===== config.mk =====
export PLATFORM = sky130hd
export DESIGN_NAME = fba_ctrl
export DESIGN_NICKNAME = d
export VERILOG_FILES = /design/src/rtl/core/fba_pkg.sv /design/src/rtl/core/fba_ctrl.sv
export SDC_FILE = /design/constraint.sdc
export NUM_CORES = 1
export LEC_CHECK = 0
export BUFFER_PORTS_ARGS = -buffer_cell sky130_fd_sc_hd__buf_2
export CORE_AREA = 5 5 42 44
export CTS_CLUSTER_SIZE = 40
export DETAILED_ROUTE_END_ITERATION = 10
export DIE_AREA = 0 0 47 49
export GPL_ROUTABILITY_DRIVEN = 0
export PLACE_DENSITY = 0.53
export SYNTH_ARGS = -nofsm -noshare
export SYNTH_HDL_FRONTEND = slang
export SYNTH_SLANG_ARGS = --single-unit

===== constraint.sdc =====
create_clock -name clk -period 1.65 [get_ports clk]
set_input_delay 0.165 -clock clk [delete_from_list [all_inputs] [get_ports clk]]
set_output_delay 0.165 -clock clk [all_outputs]
set_load 0.02 [all_outputs]

===== src/rtl/core/fba_pkg.sv =====
// Shared types and constants of the frame bitmap allocator.
// Used by fba_ctrl, fba_dp and frame_bitmap_allocator; depends on nothing.
`default_nettype none

package fba_pkg;

  localparam int NUM_FRAMES   = 65536;
  localparam int STORE_WORDS  = (NUM_FRAMES + 31) / 32;
  localparam int WADDR_W      = $clog2(STORE_WORDS);
  localparam int FRAME_W      = WADDR_W + 5;
  localparam int REG_W        = 17;
  localparam int FRAME_SHIFT  = 12;
  localparam int CFG_IDX_W    = 1;

  localparam logic [1:0] FUNC_ALLOC     = 2'd0;
  localparam logic [1:0] FUNC_FREE      = 2'd1;
  localparam logic [1:0] FUNC_MARK_USED = 2'd2;
  localparam logic [1:0] FUNC_MARK_FREE = 2'd3;

  localparam logic [CFG_IDX_W-1:0] CFG_FRAME_COUNT = 1'd0;
  localparam logic [CFG_IDX_W-1:0] CFG_START_HINT  = 1'd1;

  typedef struct packed {
    logic [1:0]  func;
    logic [31:0] addr;
    logic [31:0] end_addr;
  } in_item_t;

  typedef struct packed {
    logic [31:0] frame_addr;
    logic        found;
  } out_item_t;

  typedef struct packed {
    logic clr;
    logic capture;
    logic setup;
    logic rd;
    logic chk;
    logic step;
    logic emit;
  } dp_cmd_t;

  typedef struct packed {
    logic clr_last;
    logic empty;
    logic last;
    logic hit;
    logic is_alloc;
  } dp_sts_t;

endpackage

`default_nettype wire


===== src/rtl/core/fba_ctrl.sv =====
// Controller of the frame bitmap allocator: clearing pass, per-item sequencing, result valid.
// Depends on fba_pkg; commands fba_dp through dp_cmd_t and reads its dp_sts_t.
`default_nettype none

module fba_ctrl
  import fba_pkg::*;
(
  input  logic    clk,
  input  logic    rst_n,
  input  logic    in_valid,
  output logic    in_stall,
  output logic    out_valid,
  input  logic    out_stall,
  input  dp_sts_t sts,
  output dp_cmd_t cmd
);

  typedef enum logic [2:0] {
    ST_CLEAR,
    ST_IDLE,
    ST_SETUP,
    ST_START,
    ST_RD,
    ST_CHK,
    ST_DONE
  } state_t;

  state_t state_r;
  state_t state_nxt;
  logic   out_valid_r;
  logic   out_valid_nxt;
  logic   slot_free;

  always_comb begin
    slot_free     = !out_valid_r || !out_stall;
    state_nxt     = state_r;
    cmd           = '0;
    out_valid_nxt = out_valid_r && out_stall;
    unique case (state_r)
      ST_CLEAR: begin
        cmd.clr = 1'b1;
        if (sts.clr_last) begin
          state_nxt = ST_IDLE;
        end
      end
      ST_IDLE: begin
        if (in_valid) begin
          cmd.capture = 1'b1;
          state_nxt   = ST_SETUP;
        end
      end
      ST_SETUP: begin
        cmd.setup = 1'b1;
        state_nxt = ST_START;
      end
      ST_START: begin
        state_nxt = sts.empty ? ST_DONE : ST_RD;
      end
      ST_RD: begin
        cmd.rd    = 1'b1;
        state_nxt = ST_CHK;
      end
      ST_CHK: begin
        cmd.chk = 1'b1;
        if ((sts.is_alloc && sts.hit) || sts.last) begin
          state_nxt = ST_DONE;
        end else begin
          cmd.step  = 1'b1;
          state_nxt = ST_RD;
        end
      end
      ST_DONE: begin
        if (slot_free) begin
          cmd.emit      = 1'b1;
          out_valid_nxt = 1'b1;
          state_nxt     = ST_IDLE;
        end
      end
      default: state_nxt = ST_IDLE;
    endcase
  end

  always_ff @(posedge clk) begin
    if (!rst_n) begin
      state_r     <= ST_CLEAR;
      out_valid_r <= 1'b0;
    end else begin
      state_r     <= state_nxt;
      out_valid_r <= out_valid_nxt;
    end
  end

  assign in_stall  = (state_r != ST_IDLE);
  assign out_valid = out_valid_r;

  a_chk_after_rd: assert property (@(posedge clk) disable iff (!rst_n)
    (state_r == ST_CHK) |-> ($past(state_r) == ST_RD))
    else $error("word check without a preceding read");

  a_valid_from_done: assert property (@(posedge clk) disable iff (!rst_n)
    $rose(out_valid_r) |-> ($past(state_r) == ST_DONE))
    else $error("result raised outside completion");

  a_emit_no_overwrite: assert property (@(posedge clk) disable iff (!rst_n)
    cmd.emit |-> !(out_valid_r && out_stall))
    else $error("result register overwritten while stalled");

endmodule

`default_nettype wire


* Yosys cells after proc, flatten, opt, wreduce, memory -nomap -nowiden
Index checks and enable logic that the tools add are counted.
W data, S select, Z words.
** Storage, ports and cells
- Bits in registers :: 4
- Input port bits :: 9
- Output and inout bits :: 9
- Logic and storage cells :: 37
** Cells by class
- Eq/ne operators :: 10
- Muxes and demuxes :: 17
- Reduce and logical (&&, ||, !) cells :: 8
** Operators by type and width (count)
- $pmux W3 S7 :: 1
- $mux W1 :: 10
- $eq A3 B3 Y1 const B :: 3
- $mux W3 :: 3
- $eq A3 B2 Y1 const B :: 2
- $mux W2 :: 3
- $ne A2 B2 Y1 const B :: 3
- $eq A3 B1 Y1 const B :: 1
- $logic_not A3 Y1 :: 1
- $ne A3 B1 Y1 const B :: 1
- $reduce_and A3 Y1 :: 1
- $logic_and A1 B1 Y1 :: 2
- $logic_not A1 Y1 :: 2
- $logic_or A1 B1 Y1 :: 2

* Logic depth before layout (Yosys ltp)
- Depth after elaboration :: 4
- Mapped depth :: 6
- Depth with buffers taken out :: 5

* Worst setup path before layout
OpenSTA, ideal clock, no wires.
- Path kind :: reg-to-output
- Start point :: reg state_r[0]
- End point :: out cmd[5] in the netlist's numbering
- Data arrival time :: 1230 ps
- Data required time :: 1485 ps
- Path slack :: 255 ps
- Cell stages (with the launch flop) :: 5
- Path buffers :: 1
- Path through :: dfxtp_1 > buf_2 > nor3b_1 > inv_1 > nor2_1
** RTL lines
- from (decl) :: line fba_ctrl.sv:28 : state_t state_r;
- from (signal assigned) :: line fba_ctrl.sv:88 : state_r <= state_nxt;
- to (decl) :: line fba_ctrl.sv:15 : output dp_cmd_t cmd

==> metrics <==
Port Buffers=17; I/O pins=18; Num CTS Buffers=3; syn avg cell area=7.45 sq um; slew margin rel.=around three quarters; Seq cells post-synth=4; WS Path Type=reg2out; setup_tns=0 ps; ANT cells=0; core area=approximately 1400 sq um; P_leak=about 0.00021 uW; Post-Synthesis Cells=42; delay-heaviest family, CP=flip-flops; Synth area leaders=dfxtp_1 26%, a21oi_1 4.8%, inv_1 4.8%; CP peak stage delay=approximately 460 ps; Mapped Area=around 310 sq um; Critical Path Sink Type=output pin; clk_lat worst skew=about 230 ps; worst-path fanout max=10; global-route wire length before repair=roughly 1.4 mm; Max Freq=about 690 MHz; CTS tree=yes; clock sink count=4; Net Count, Synth=52; final hold vios=0; Hold Crit Class=in2reg; WP data required=1480 ps; Max IR drop VDD=about 0.29 mV; area grow syn2layout=35.6%; dpl hpwl=669 um; Die Y=49 um; Initial Utilization=between 20% and 30%; drt first pass iters=3; Slew Limit Fails=0; clock buffer depth=2; Die ar.=~2300 sq um; Reg clk slew, reported paths=approximately 40 ps; GRT Overall Usage=approximately 8.1%; layout cell share with drive strength beyond 1=35.6%; critical path startpoint category=flop; CP cell instances=nor3b_2, inv_1, nor2_1, buf_2; Iteration-0 DRC Markers=1; commonest cells after routing, fill and taps aside=17 x buf_2, 4 x inv_1, 4 x nor2_1, 4 x dfxtp_1; vias in the first global route=319; PwrDens=661 nW/um^2; critical path arrival=around 1300 ps; MaxCap Viol Count=0; initial antenna violation count=0; Via density=around 4.6; Setup Viol. Count Final=0; DIE WIDTH=~47 um; cell taking the most area after synthesis=dfxtp_1; Worst-Margin Slew=approximately 350 ps; crit share post-route=between 80% and 90%; floorplan row count=14; count of different cell masters after synthesis=25; top cell type's share of synthesized area=approximately 26%; RSZ-0062 raised after global routing=false; Antenna Nets Post-Route=0; most common cell after layout, fill and taps aside=buf_2; total routed wirelength=805 um; sequential fraction of the synthesis area=25.6%; synth warn=0; Routed WL per cell=~11 um; via count=between 300 and 400; CP max stage cell=dfxtp_1; Final Skew=about 1.7 ps; crit path buf inv count=2; hold_ws=180 ps; clock root buffer=clkbuf_4; H-tree depth=1; Tmin final=~1400 ps; DR DRC count=0; gr ovfl total=0; largest net degree at the start of global routing=12; status=finished, final reports clean; NumNets Final=71; setup repair bufs after CTS=0
-- registers in the layout, indices dropped and copies added (netlist names) --
name and flops:
out_valid 1, state_r 3
-- synthesized netlist by cell type --
master,instances
nand3b_1,2
a21boi_0,1
ha_1,1
buf_2,2
nor2b_1,2
dfxtp_1,4
inv_1,4
nand2b_1,1
mux2i_1,1
a21boi_1,1
or3_1,1
buf_6,1
nand2_1,2
or2_0,1
nor3b_1,2
and3b_1,1
o32ai_1,1
nand4_1,1
a21o_1,1
nor3_1,2
nor2_1,4
a21oi_1,3
o21a_1,1
o21ai_0,1
a31oi_1,1
-- worst paths after layout --
path | from | end | slack (ps) | depth (start not counted)
max | state_r[0] | cmd[5] | 210 | 4
min reg2reg | out_valid | out_valid | 520 | 2
max reg2reg | state_r[2] | state_r[2] | 220 | 4
min | rst_n | state_r[2] | 180 | 2
-- cells by family (layout without fill, tap and decap cells) --
logic type | count (synthesis) | after routing | synth area share [%]
mux | 1 | 1 | 3.20
flops | 4 | 4 | 25.6
buf+inv | 7 | 24 | 11.6
compound gates | 10 | 10 | 20.8
fa+ha+maj | 1 | 1 | 4.00
simple gates | 19 | 19 | 34.8
-- power breakdown --
| group | internal (uW) | switching (uW) |
|---|---|---|
| Clock | 81.4 | 39.7 |
| Sequential | 100 | 6.22 |
| Combinational | 25.5 | 27.7 |
| Total | 207 | 73.7 |
-- stage by stage --
stage	instance area, sq um	cells	utilization (%)	setup WS [ps]	power, uW
CTS	419	75	29.9	89.9	290
finish	424	75	30.3	205	281
floorplan	313	42	-	255	141
global route	424	75	30.3	49.3	307
global placement	397	72	28.3	249	160
detailed placement	397	72	28.3	232	161
-- area by class of cell --
type | instances | area (sq um)
multi-input combinational | 31 | 201
tap | 16 | 20.0
clock buffer | 3 | 22.5
sequential | 4 | 80.1
inverter | 4 | 15.0
fill | 175 | 977
timing repair buffer | 17 | 85.1
-- per-layer routing --
metal	global-route usage, %	wire length (um)	vias to the layer above
met1	10.3	344	158
met4	5.53	0	0
met2	11.1	405	9
li1	-	-	178
met3	2.58	55	0
met5	0	0	-
-- what timing repair did --
action / CTS / global route
setup endpoints to repair: 0 / 1
resized for setup: 0 / 1
hold buffers: 0 / 0
No activity file was read; power rests on OpenSTA's default activity.
